`config.mk`:
```
export PLATFORM = sky130hd
export DESIGN_NAME = wav_pcm_stream_parser_core
export DESIGN_NICKNAME = d
export VERILOG_FILES = /design/src/rtl/core/wpsp_pkg.sv /design/src/rtl/core/wav_pcm_stream_parser_core.sv
export SDC_FILE = /design/constraint.sdc
export NUM_CORES = 1
export LEC_CHECK = 0
export ABC_AREA = 1
export BUFFER_PORTS_ARGS = -buffer_cell sky130_fd_sc_hd__buf_4
export CELL_PAD_IN_SITES_DETAIL_PLACEMENT = 1
export CELL_PAD_IN_SITES_GLOBAL_PLACEMENT = 2
export CORE_ASPECT_RATIO = 1.5
export CORE_MARGIN = 3
export CORE_UTILIZATION = 33
export DETAILED_ROUTE_END_ITERATION = 10
export PLACE_DENSITY_LB_ADDON = 0.1
export SLEW_MARGIN = 20
export SYNTH_ARGS = -nofsm -noshare
export SYNTH_HDL_FRONTEND = slang
export SYNTH_SLANG_ARGS = --single-unit
```
`constraint.sdc`:
```
create_clock -name clock -period 26.6 [get_ports clock]
set_input_delay 1.33 -clock clock [delete_from_list [all_inputs] [get_ports clock]]
set_output_delay 1.33 -clock clock [all_outputs]
set_load 0.02 [all_outputs]
```
`src/rtl/core/wpsp_pkg.sv`:
```
// shared constants for the wav pcm stream parser
package wpsp_pkg;

   localparam int unsigned BYTE_W = 8;
   localparam int unsigned SAMPLE_W = 32;
   localparam int unsigned CHAN_W = 16;
   localparam int unsigned RATE_W = 32;
   localparam int unsigned BITS_W = 16;
   localparam int unsigned ERR_W = 3;
   localparam int unsigned KIND_W = 2;
   localparam int unsigned IDX_W = 5;
   localparam int unsigned RSP_FIELDS_W = SAMPLE_W + CHAN_W + RATE_W + BITS_W + ERR_W;
   localparam int unsigned RSP_DATA_W = ((RSP_FIELDS_W + 7) / 8) * 8;

   localparam logic [31:0] ID_RIFF = 32'h4646_4952;
   localparam logic [31:0] ID_FMT = 32'h2074_6D66;
   localparam logic [31:0] ID_DATA = 32'h6174_6164;
   localparam logic [31:0] WAVE_WORD = 32'h4556_4157;

   localparam logic [15:0] FMT_PCM = 16'd1;
   localparam logic [15:0] MONO = 16'd1;

   localparam logic [KIND_W-1:0] KIND_SAMPLE = 2'd0;
   localparam logic [KIND_W-1:0] KIND_HEADER = 2'd1;
   localparam logic [KIND_W-1:0] KIND_ERROR = 2'd2;

   localparam logic [ERR_W-1:0] ERR_NONE = 3'd0;
   localparam logic [ERR_W-1:0] ERR_NO_WAVE = 3'd1;
   localparam logic [ERR_W-1:0] ERR_BLOCK_ALIGN = 3'd2;
   localparam logic [ERR_W-1:0] ERR_NO_FMT = 3'd3;
   localparam logic [ERR_W-1:0] ERR_NOT_PCM = 3'd4;
   localparam logic [ERR_W-1:0] ERR_NOT_MONO = 3'd5;
   localparam logic [ERR_W-1:0] ERR_BAD_BITS = 3'd6;
   localparam logic [ERR_W-1:0] ERR_TRUNCATED = 3'd7;

   localparam logic [IDX_W-1:0] HDR_LAST_IDX = 5'd7;
   localparam logic [IDX_W-1:0] HDR_ID_BYTES = 5'd4;
   localparam logic [IDX_W-1:0] WAVE_LAST_IDX = 5'd3;
   localparam logic [IDX_W-1:0] FMT_LAST_IDX = 5'd15;

endpackage

```
`src/rtl/core/wav_pcm_stream_parser_core.sv`:
```
// Byte-serial RIFF/WAVE parser for mono PCM streams. One file byte is taken per
// req word (tlast on the final byte of the file) and at most one result word
// follows it: a header word when the data chunk opens, one Q1.31 sample word per
// complete 8, 16, 24 or 32 bit sample (tlast on the final sample), or a single
// error word. The parser state and the decode of each byte update in the cycle it
// is accepted, and the result is written into the output register at the same
// clock edge as that state. A new byte is accepted every cycle while that
// register is empty or being drained, so the sustained rate is one byte per clock.
// After the tlast byte all parser state returns to its reset values.
module wav_pcm_stream_parser_core
   import wpsp_pkg::*;
(
   input  logic                  clock,
   input  logic                  reset,
   input  logic                  req_tvalid,
   output logic                  req_tready,
   input  logic [BYTE_W-1:0]     req_tdata,   // data_byte
   input  logic                  req_tlast,   // end_of_stream
   output logic                  rsp_tvalid,
   input  logic                  rsp_tready,
   // sample[31:0], channel_count[47:32], rate_hz[79:48], sample_bits[95:80],
   // error_code[98:96], zero fill[103:99]
   output logic [RSP_DATA_W-1:0] rsp_tdata,
   output logic                  rsp_tlast,   // last_sample
   output logic [KIND_W-1:0]     rsp_tuser    // kind
);

   typedef enum logic [3:0] {
      PH_HEADER,
      PH_WAVE,
      PH_FMT,
      PH_SKIP,
      PH_DATA,
      PH_DONE
   } phase_type;

   phase_type          phase_ff, phase_in;
   logic [IDX_W-1:0]   byte_index_ff, byte_index_in;
   logic [31:0]        field_shift_ff, field_shift_in;
   logic [31:0]        chunk_code_ff, chunk_code_in;
   logic [31:0]        bytes_left_ff, bytes_left_in;
   logic [15:0]        audio_format_ff, audio_format_in;
   logic [CHAN_W-1:0]  channels_ff, channels_in;
   logic [RATE_W-1:0]  rate_ff, rate_in;
   logic [15:0]        align_ff, align_in;
   logic [BITS_W-1:0]  bits_ff, bits_in;
   logic [31:0]        gather_ff, gather_in;
   logic               error_latched_ff, error_latched_in;
   logic               fmt_done_ff, fmt_done_in;

   logic                  rsp_valid_ff, rsp_valid_in;
   logic [RSP_DATA_W-1:0] rsp_data_ff, rsp_data_in;
   logic                  rsp_last_ff, rsp_last_in;
   logic [KIND_W-1:0]     rsp_kind_ff, rsp_kind_in;

   logic                  accept;
   logic [BYTE_W-1:0]     b;
   logic [IDX_W-1:0]      idx_inc;
   logic [2:0]            bps;
   logic [15:0]           b_lane;
   logic [31:0]           align_prod;
   logic                  res_valid;
   logic [KIND_W-1:0]     res_kind;
   logic [SAMPLE_W-1:0]   res_sample;
   logic                  res_last;
   logic [CHAN_W-1:0]     res_chan;
   logic [RATE_W-1:0]     res_rate;
   logic [BITS_W-1:0]     res_bits;
   logic [ERR_W-1:0]      res_err;

   assign req_tready = !rsp_valid_ff || rsp_tready;
   assign accept = req_tvalid && req_tready;
   assign b = req_tdata;
   assign idx_inc = byte_index_ff + 5'd1;
   assign bps = bits_ff[5:3];
   assign b_lane = byte_index_ff[0] ? {b, 8'h00} : {8'h00, b};

   always_comb begin
      phase_in = phase_ff;
      byte_index_in = byte_index_ff;
      field_shift_in = field_shift_ff;
      chunk_code_in = chunk_code_ff;
      bytes_left_in = bytes_left_ff;
      audio_format_in = audio_format_ff;
      channels_in = channels_ff;
      rate_in = rate_ff;
      align_in = align_ff;
      bits_in = bits_ff;
      gather_in = gather_ff;
      error_latched_in = error_latched_ff;
      fmt_done_in = fmt_done_ff;
      align_prod = '0;
      res_valid = 1'b0;
      res_kind = KIND_SAMPLE;
      res_sample = '0;
      res_last = 1'b0;
      res_chan = '0;
      res_rate = '0;
      res_bits = '0;
      res_err = ERR_NONE;

      if (!error_latched_ff) begin
         unique case (phase_ff)
            PH_HEADER: begin
               if (byte_index_ff < HDR_ID_BYTES) begin
                  chunk_code_in = {b, chunk_code_ff[31:8]};
               end else begin
                  field_shift_in = {b, field_shift_ff[31:8]};
               end
               byte_index_in = idx_inc;
               if (byte_index_ff == HDR_LAST_IDX) begin
                  byte_index_in = '0;
                  if (chunk_code_ff == ID_RIFF) begin
                     phase_in = PH_WAVE;
                  end else if (chunk_code_ff == ID_FMT) begin
                     bytes_left_in = field_shift_in;
                     audio_format_in = '0;
                     channels_in = '0;
                     rate_in = '0;
                     align_in = '0;
                     bits_in = '0;
                     phase_in = PH_FMT;
                  end else if (chunk_code_ff == ID_DATA) begin
                     res_valid = 1'b1;
                     res_kind = KIND_ERROR;
                     if (!fmt_done_ff) begin
                        res_err = ERR_NO_FMT;
                     end else if (audio_format_ff != FMT_PCM) begin
                        res_err = ERR_NOT_PCM;
                     end else if (channels_ff != MONO) begin
                        res_err = ERR_NOT_MONO;
                     end else if (bits_ff != 16'd8 && bits_ff != 16'd16 &&
                                  bits_ff != 16'd24 && bits_ff != 16'd32) begin
                        res_err = ERR_BAD_BITS;
                     end
                     if (res_err != ERR_NONE) begin
                        error_latched_in = 1'b1;
                     end else begin
                        res_kind = KIND_HEADER;
                        res_chan = channels_ff;
                        res_rate = rate_ff;
                        res_bits = bits_ff;
                        bytes_left_in = field_shift_in;
                        gather_in = '0;
                        phase_in = (field_shift_in >= {29'd0, bps}) ? PH_DATA : PH_DONE;
                     end
                  end else begin
                     bytes_left_in = field_shift_in;
                     phase_in = (field_shift_in != '0) ? PH_SKIP : PH_HEADER;
                  end
               end
            end
            PH_WAVE: begin
               field_shift_in = {b, field_shift_ff[31:8]};
               byte_index_in = idx_inc;
               if (byte_index_ff == WAVE_LAST_IDX) begin
                  byte_index_in = '0;
                  if (field_shift_in != WAVE_WORD) begin
                     res_valid = 1'b1;
                     res_kind = KIND_ERROR;
                     res_err = ERR_NO_WAVE;
                     error_latched_in = 1'b1;
                  end else begin
                     phase_in = PH_HEADER;
                  end
               end
            end
            PH_FMT: begin
               if (bytes_left_ff != '0) bytes_left_in = bytes_left_ff - 32'd1;
               case (byte_index_ff) inside
                  5'd0, 5'd1: audio_format_in = audio_format_ff | b_lane;
                  5'd2, 5'd3: channels_in = channels_ff | b_lane;
                  5'd4, 5'd5, 5'd6, 5'd7:
                     rate_in = rate_ff | ({24'd0, b} << {byte_index_ff[1:0], 3'b000});
                  5'd12, 5'd13: align_in = align_ff | b_lane;
                  5'd14, 5'd15: bits_in = bits_ff | b_lane;
                  default: ;
               endcase
               byte_index_in = idx_inc;
               if (byte_index_ff == FMT_LAST_IDX) begin
                  byte_index_in = '0;
                  fmt_done_in = 1'b1;
                  align_prod = 32'(channels_ff) * 32'(bits_in);
                  if ({16'd0, align_ff} != {3'd0, align_prod[31:3]}) begin
                     res_valid = 1'b1;
                     res_kind = KIND_ERROR;
                     res_err = ERR_BLOCK_ALIGN;
                     error_latched_in = 1'b1;
                  end else begin
                     phase_in = (bytes_left_in != '0) ? PH_SKIP : PH_HEADER;
                  end
               end
            end
            PH_SKIP: begin
               if (bytes_left_ff != '0) bytes_left_in = bytes_left_ff - 32'd1;
               if (bytes_left_in == '0) phase_in = PH_HEADER;
            end
            PH_DATA: begin
               if (bytes_left_ff != '0) bytes_left_in = bytes_left_ff - 32'd1;
               gather_in = {b, gather_ff[31:8]};
               byte_index_in = idx_inc;
               if (idx_inc >= {2'd0, bps}) begin
                  res_valid = 1'b1;
                  res_kind = KIND_SAMPLE;
                  res_sample = gather_in ^ {(bps == 3'd1), 31'd0};
                  res_last = (bytes_left_in < {29'd0, bps}) || req_tlast;
                  byte_index_in = '0;
                  gather_in = '0;
                  if (res_last) phase_in = PH_DONE;
               end
            end
            PH_DONE: ;
            default: ;
         endcase
      end

      if (req_tlast) begin
         if (!res_valid && !error_latched_in && phase_in != PH_DONE) begin
            res_valid = 1'b1;
            res_kind = KIND_ERROR;
            res_err = ERR_TRUNCATED;
         end
         phase_in = PH_HEADER;
         byte_index_in = '0;
         field_shift_in = '0;
         chunk_code_in = '0;
         bytes_left_in = '0;
         audio_format_in = '0;
         channels_in = '0;
         rate_in = '0;
         align_in = '0;
         bits_in = '0;
         gather_in = '0;
         error_latched_in = 1'b0;
         fmt_done_in = 1'b0;
      end
   end

   always_comb begin
      rsp_valid_in = rsp_valid_ff && !rsp_tready;
      rsp_data_in = rsp_data_ff;
      rsp_last_in = rsp_last_ff;
      rsp_kind_in = rsp_kind_ff;
      if (accept && res_valid) begin
         rsp_valid_in = 1'b1;
         rsp_data_in = {(RSP_DATA_W - RSP_FIELDS_W)'(0), res_err, res_bits, res_rate,
                        res_chan, res_sample};
         rsp_last_in = res_last;
         rsp_kind_in = res_kind;
      end
   end

   always_ff @(posedge clock) begin
      if (reset) begin
         phase_ff <= PH_HEADER;
         byte_index_ff <= '0;
         field_shift_ff <= '0;
         chunk_code_ff <= '0;
         bytes_left_ff <= '0;
         audio_format_ff <= '0;
         channels_ff <= '0;
         rate_ff <= '0;
         align_ff <= '0;
         bits_ff <= '0;
         gather_ff <= '0;
         error_latched_ff <= 1'b0;
         fmt_done_ff <= 1'b0;
         rsp_valid_ff <= 1'b0;
      end else begin
         if (accept) begin
            phase_ff <= phase_in;
            byte_index_ff <= byte_index_in;
            field_shift_ff <= field_shift_in;
            chunk_code_ff <= chunk_code_in;
            bytes_left_ff <= bytes_left_in;
            audio_format_ff <= audio_format_in;
            channels_ff <= channels_in;
            rate_ff <= rate_in;
            align_ff <= align_in;
            bits_ff <= bits_in;
            gather_ff <= gather_in;
            error_latched_ff <= error_latched_in;
            fmt_done_ff <= fmt_done_in;
         end
         rsp_valid_ff <= rsp_valid_in;
      end
      rsp_data_ff <= rsp_data_in;
      rsp_last_ff <= rsp_last_in;
      rsp_kind_ff <= rsp_kind_in;
   end

   assign rsp_tvalid = rsp_valid_ff;
   assign rsp_tdata = rsp_data_ff;
   assign rsp_tlast = rsp_last_ff;
   assign rsp_tuser = rsp_kind_ff;

`ifndef NO_ASSERTIONS
   a_err_code_set: assert property (@(posedge clock) disable iff (reset)
      rsp_tvalid && rsp_tuser == KIND_ERROR |-> rsp_tdata[98:96] != ERR_NONE)
      else $error("error word without error code");

   a_last_is_sample: assert property (@(posedge clock) disable iff (reset)
      rsp_tvalid && rsp_tlast |-> rsp_tuser == KIND_SAMPLE)
      else $error("last flag on a non-sample word");

   a_eos_clears: assert property (@(posedge clock) disable iff (reset)
      accept && req_tlast |=> phase_ff == PH_HEADER && !error_latched_ff &&
                              byte_index_ff == '0 && !fmt_done_ff)
      else $error("parser state not cleared after end of stream");

   a_data_index: assert property (@(posedge clock) disable iff (reset)
      phase_ff == PH_DATA |-> byte_index_ff < {2'd0, bps})
      else $error("sample byte index beyond sample width");

   a_no_data_after_error: assert property (@(posedge clock) disable iff (reset)
      error_latched_ff |-> phase_ff != PH_DATA)
      else $error("error latched while streaming samples");
`endif

endmodule
```
# [Word level (Yosys, flattened, before mapping)]
# Index checks and enable logic that the tools add are counted.
# W data, S select, Z words.
[op_classes] n_addsub=2 n_mul=1 div_mod_pow=0 order_cmp=4 n_eq_ne=43 shifts=1 n_mux=159 n_bitwise=11 reduce_logical=48
[ops] cell="$mux W32" count=39
[ops] cell="$mux W16" count=26
[ops] cell="$pmux W32 S2" count=3
[ops] cell="$pmux W16 S2" count=4
[ops] cell="$pmux W32 S4" count=1
[ops] cell="$reduce_bool A32 Y1" count=3
[ops] cell="$eq A32 B31 Y1 const B" count=2
[ops] cell="$or A16 B16 Y16" count=4
[ops] cell="$mux W4" count=14
[ops] cell="$mux W3" count=17
[ops] cell="$eq A32 B30 Y1 const B" count=1
[ops] cell="$ge A32 B3 Y1" count=1
[ops] cell="$logic_not A32 Y1" count=1
[ops] cell="$lt A32 B3 Y1" count=1
[ops] cell="$mul A16 B16 Y32" count=1
[ops] cell="$mux W2" count=16
[ops] cell="$ne A16 B1 Y1 const B" count=2
[ops] cell="$ne A16 B5 Y1 const B" count=2
[ops] cell="$ne A32 B31 Y1 const B" count=1
[ops] cell="$or A32 B32 Y32" count=1
[ops] cell="$shl A8 B5 Y32" count=1
[ops] cell="$sub A32 B1 Y32 const B" count=1
[ops] cell="$xor A32 B32 Y32" count=1
[ops] cell="$mux W5" count=6
[ops] cell="46 further kinds" count=120
[word_totals] ff_bits=338 latchBits=0 ramBits=0 rom_bits=0 input_bits=13 output_inout_bits=109 elab_cells=288 n_memories=0

# [Logic depth before layout (Yosys ltp)]
[logic_depth] depth_word=29 ltp_mapped=51 mapped_depth_nobuf=47

# [Worst setup path after synthesis]
# No wires, ideal clock.
[synth_timing] path_kind="reg2reg" startpoint="register byte_index_ff[0]" endpoint="register rsp_data_ff[0] (netlist: rsp_tdata[0]) (enable)" setup_time_ns=0.456 t_arrival_ns=9.912 required_time_ns=26.144 path_slack_ns=16.233 path_stages_with_launch=45 n_path_buf=3 synth_period_minus_slack_ns=10.367 path_cell_list="dfxtp_1 clkbuf_1 buf_1 inv_1 ha_1 inv_1 nand2_1 o311ai_0 nand2_1 nor4b_2 a21oi_1 inv_1 clkbuf_1 nand2_1 fa_1 fa_1 inv_1 fa_1 (+9 left out) inv_1 a21oi_1 nand2_1 nand2_1 nand2_1 xnor2_1 nand2_1 nor2_1 nand3_1 nand2_1 nand2_1 o21ai_2 nand2_1 nor2_1 nand2_2 nand2_2 nand2_2 inv_1"
[synth_via] elab_chain_len=21 word_cells_on_any_way=67
[synth_lines] element="from (decl)" line="wav_pcm_stream_parser_core.sv:38" text="logic [IDX_W-1:0] byte_index_ff, byte_index_in;"
[synth_lines] element="from (signal assigned)" line="wav_pcm_stream_parser_core.sv:272" text="byte_index_ff <= byte_index_in;"
[synth_lines] element="parallel branches: the longest is 19 deep, another holds $mul A16 B16 Y32"
[synth_lines] element="$mux W1 *" line="wav_pcm_stream_parser_core.sv:217" text="if (req_tlast) begin"
[synth_lines] element="$logic_and A1 B1 Y1 *" line="wav_pcm_stream_parser_core.sv:244" text="if (accept && res_valid) begin"
[synth_lines] element="to (signal assigned)" line="wav_pcm_stream_parser_core.sv:287" text="rsp_data_ff <= rsp_data_in;"
[synth_lines] element="to (decl)" line="wav_pcm_stream_parser_core.sv:52" text="logic [RSP_DATA_W-1:0] rsp_data_ff, rsp_data_in;"
# Every way passes the cells marked *. The select of a mux whose other input is x is not followed.
# A chain may end at the register's enable or synchronous reset.

# [Worst setup path in the final report]
[layout_timing] startpoint="register byte_index_ff[1]" endpoint="register rsp_data_ff[46] (netlist: rsp_tdata[46]) (enable)"
[layout_via] elab_chain_len=21 word_cells_on_any_way=65
[layout_lines] element="parallel branches: the longest is 19 deep, another holds $mul A16 B16 Y32"
[layout_lines] element="$mux W1 *" line="wav_pcm_stream_parser_core.sv:217"
[layout_lines] element="$logic_and A1 B1 Y1 *" line="wav_pcm_stream_parser_core.sv:244"
# Marked as above.

==> results.ini <==
[power_and_ir_drop]
p_int_uw = 896.2
powerDensity_nw_per_um2 = 46.20
p_switching_uw = 385.6
sequentialPowerShare = 0.424
leakage_nw = 11.52
ir_worst_vdd_mv = 0.07815
p_comb_frac = 0.147
clkPwrFrac = 0.429
p_sw_frac = 0.3008
finalPower_mw = 1.282

[cts]
cts_setup_buffers = 0
clk_latency_ns = 0.58
clkSlewWorstSetupHoldPaths_ns = 0.07
root_buffer = clkbuf_16
clk_path_buf_depth = 3
cts.sinks = 330
numCtsBuffers = 39
cts_resized = 0
cts_tree = yes
cts_hold_buf = 0
htree_num_levels = 2

[worst_setup_path]
crit_path_frequent_cell = nand2_1
cp_slowest_cell = dfxtp_1
crit_path_max_incr_delay_ns = 0.82
r2r_start = byte_index_ff[1]$_SDFFE_PP0P_
worstSetupStartpointType = register
end_kind = register
cp_max_fo = 73
ff2ff_path_depth = 42
critPathKind = reg2reg
rr_endpoint = rsp_tdata[46]$_SDFFCE_PP0P_
startpoint = byte_index_ff[1]$_SDFFE_PP0P_
critPathCapture = rsp_tdata[46]$_SDFFCE_PP0P_
required_ns = 26.80
r2r_setup_slack_ns = 14.55
arrival_ns = 12.25

[routing]
met2_length_um = 49110
top_layer = met4
drt-met1-wl_um = 35270
antenna_left = 0
drc = 0
vias_per_cell = 4.971
wire_per_inst_um = 20.28
first_iter_violations = 930
num_vias = 21810
dr.pass1.iters = 4
wl_met3_um = 1644
routed_wl_um = 88990

[floorplanning]
floorplan.core_area_um2 = 72970
initial_core_util = 0.3355
die_h_um = 339.6
io_pins = 122
die-area_um2 = 77560
std_cell_rows = 121
die_w_um = 228.4

[place]
place_worst_setup_slack_ns = 14.49
dpl_cell_area_um2 = 26450
port_buffers = 116
hpwlAfterDp_um = 69850
routabilityCongestion = 0.8914

[yosys]
yosys_warnings = 0
synth.area.top_cells = dfxtp_1 19%, fa_1 16%, edfxtp_1 13%
syn_area_um2 = 24480
syn_inst = 3281
synthFlopType = dfxtp_1
ys_seq_area_frac = 0.3115
synth.top_cell.area_share = 0.1864
synth_top_area_cell = dfxtp_1
synth_edf_count = 102
ys_async_sr_fraction = 0
synthDistinctLibCells = 50
syn_area_per_cell_um2 = 7.462
ys_seq_elements = 330

[grt]
grtUsageTotal = 0.2287
grt_pass1_wl_um = 138500
grt_max_degree = 97
overflow = 0
grt_pass1_vias = 23640
antenna_found_initial = 0

[sta]
setup_violations = 0
fin_tns_setup_ns = 0
drv_slew = 0
worst_clock_skew_ns = 0.02668
rsz0062_at_grt = false
finalCriticalPeriod_ns = 12.05
maxSlewHeadroom = 0.2602
hold_viol = 0
worstMarginPinSlew_ns = 1.110
setup_slack_ns = 14.55
maxClockFrequency_mhz = 82.96
period_share = 0.4532

[hold_path]
hold-path-cell-count = 2
hp-class = reg2reg

[cells_and_area]
drive_gt1_frac = 0.07991
diodes = 0
finish.instance_area_um2 = 27750
fin_nets = 3698
areaGrowthSynthToFinish_pct = 13.33

[flow_run]
drv_cap = 0

[outcome]
outcome = finished, final reports clean

synthesized netlist by cell type, drive strengths merged (10+ instances only):
cell	count
buf	39
nor3	15
nand4	44
clkinv	13
a21oi	227
nor2	498
o21ai	82
xor2	12
a32oi	15
a211oi	34
ha	118
clkbuf	90
o21bai	13
dfxtp	228
xnor2	10
nand3	164
a22oi	24
nor4	10
fa	194
o211ai	16
a31oi	15
inv	528
edfxtp	102
nand2	767
metrics by stage:
| stage | utilization | std cells | hold WS, ns |
|---|---|---|---|
| after floorplan | - | 3313 | 0.4299 |
| after global placement | 0.3623 | 4316 | 0.4420 |
| after detailed placement | 0.3625 | 4316 | 0.4482 |
| after CTS | 0.3802 | 4388 | 0.4593 |
| after global routing | 0.3802 | 4388 | 0.4728 |
| final | 0.3802 | 4388 | 0.4595 |
worst max-delay path: cells and delay by family, from the launching register on:
kind | cells | cell delay, ns
buffers and inverters | 9 | 2.94
DFF | 1 | 0.82
and+or+nand+nor | 22 | 2.72
adders and majority gates | 8 | 3.90
AOI/OAI and AO/OA | 3 | 1.20
power by group through the flow:
stage	logic [mW]	clock network [mW]	registers, mW
4_1_cts	0.192	0.569	0.544
2_1_floorplan	0.122	0	0.557
5_1_grt	0.211	0.586	0.545
6_report	0.188	0.550	0.543
3_3_place_gp	0.188	0	0.554
3_5_place_dp	0.191	0	0.554
cells in the final DEF, fill, tap and decap left out, types with 8 or more instances in the layout:
cell,synthesis,final
o21bai_1,13,13
clkinv_1,13,16
a22oi_1,24,24
a211oi_1,34,34
o21ai_1,24,22
ha_1,118,118
nor2_2,11,14
nand4_1,44,44
xnor2_1,10,10
nor2_1,482,479
xor2_1,12,12
dfxtp_1,228,228
nand2_1,759,759
buf_4,7,148
a31oi_1,15,15
nor3_1,15,14
inv_1,523,521
nand3_1,162,161
nor4_1,10,10
clkbuf_16,0,39
a21oi_1,225,219
o21ai_0,52,52
edfxtp_1,102,102
a32oi_1,15,15
o211ai_1,16,16
conb_1,1,33
nand2_2,8,8
fa_1,194,194
worst min path at each step:
stage,startpoint,end
floorplan,audio_format_ff[0]$_SDFFE_PP0P_,audio_format_ff[0]$_SDFFE_PP0P_
global placement,audio_format_ff[12]$_SDFFE_PP0P_,audio_format_ff[12]$_SDFFE_PP0P_
detailed placement,audio_format_ff[15]$_SDFFE_PP0P_,audio_format_ff[15]$_SDFFE_PP0P_
CTS,audio_format_ff[15]$_SDFFE_PP0P_,audio_format_ff[15]$_SDFFE_PP0P_
global route,audio_format_ff[15]$_SDFFE_PP0P_,audio_format_ff[15]$_SDFFE_PP0P_
finish,audio_format_ff[15]$_SDFFE_PP0P_,audio_format_ff[15]$_SDFFE_PP0P_
metal layers:
| layer | up-vias | GRT usage |
|---|---|---|
| met3 | 117 | 0.01813 |
| met5 | - | 0 |
| li1 | 10500 | - |
| met1 | 10940 | 0.2564 |
| met2 | 256 | 0.4510 |
| met4 | 0 | 0.07399 |
flip-flops by register name, summed over array words and instances, names as in the netlist:
signal	flops
bytes_left_ff	32
rate_ff	32
gather_ff	24
rsp_tuser	2
channels_ff	16
chunk_code_ff	32
rsp_tvalid	1
error_latched_ff	1
rsp_tdata	99
phase_ff	4
byte_index_ff	5
align_ff	16
fmt_done_ff	1
field_shift_ff	32
rsp_tlast	1
audio_format_ff	16
bits_ff	16
cell type report:
cell class | instances | area, µm²
inverters | 541 | 2033
well taps | 984 | 1231
clock inverters | 25 | 260.3
repair buffers | 148 | 1111
fillers | 9021 | 45230
clock buffers | 47 | 1036
flip-flops and latches | 330 | 7627
multi-input cells | 2313 | 14450
cells by family (layout without fill, tap and decap cells):
family,Yosys count,count (layout),synth area share
AND/OR/NAND/NOR,1513,1513,0.2528
buffers and inverters,670,761,0.1061
AO/OA/AOI/OAI,433,433,0.1025
flip-flops,330,330,0.3115
adder cells (fa/ha/maj),312,312,0.2189
XOR/XNOR,22,22,0.007870
other,1,33,0.0001532
Power figures use the tool's default switching activity.
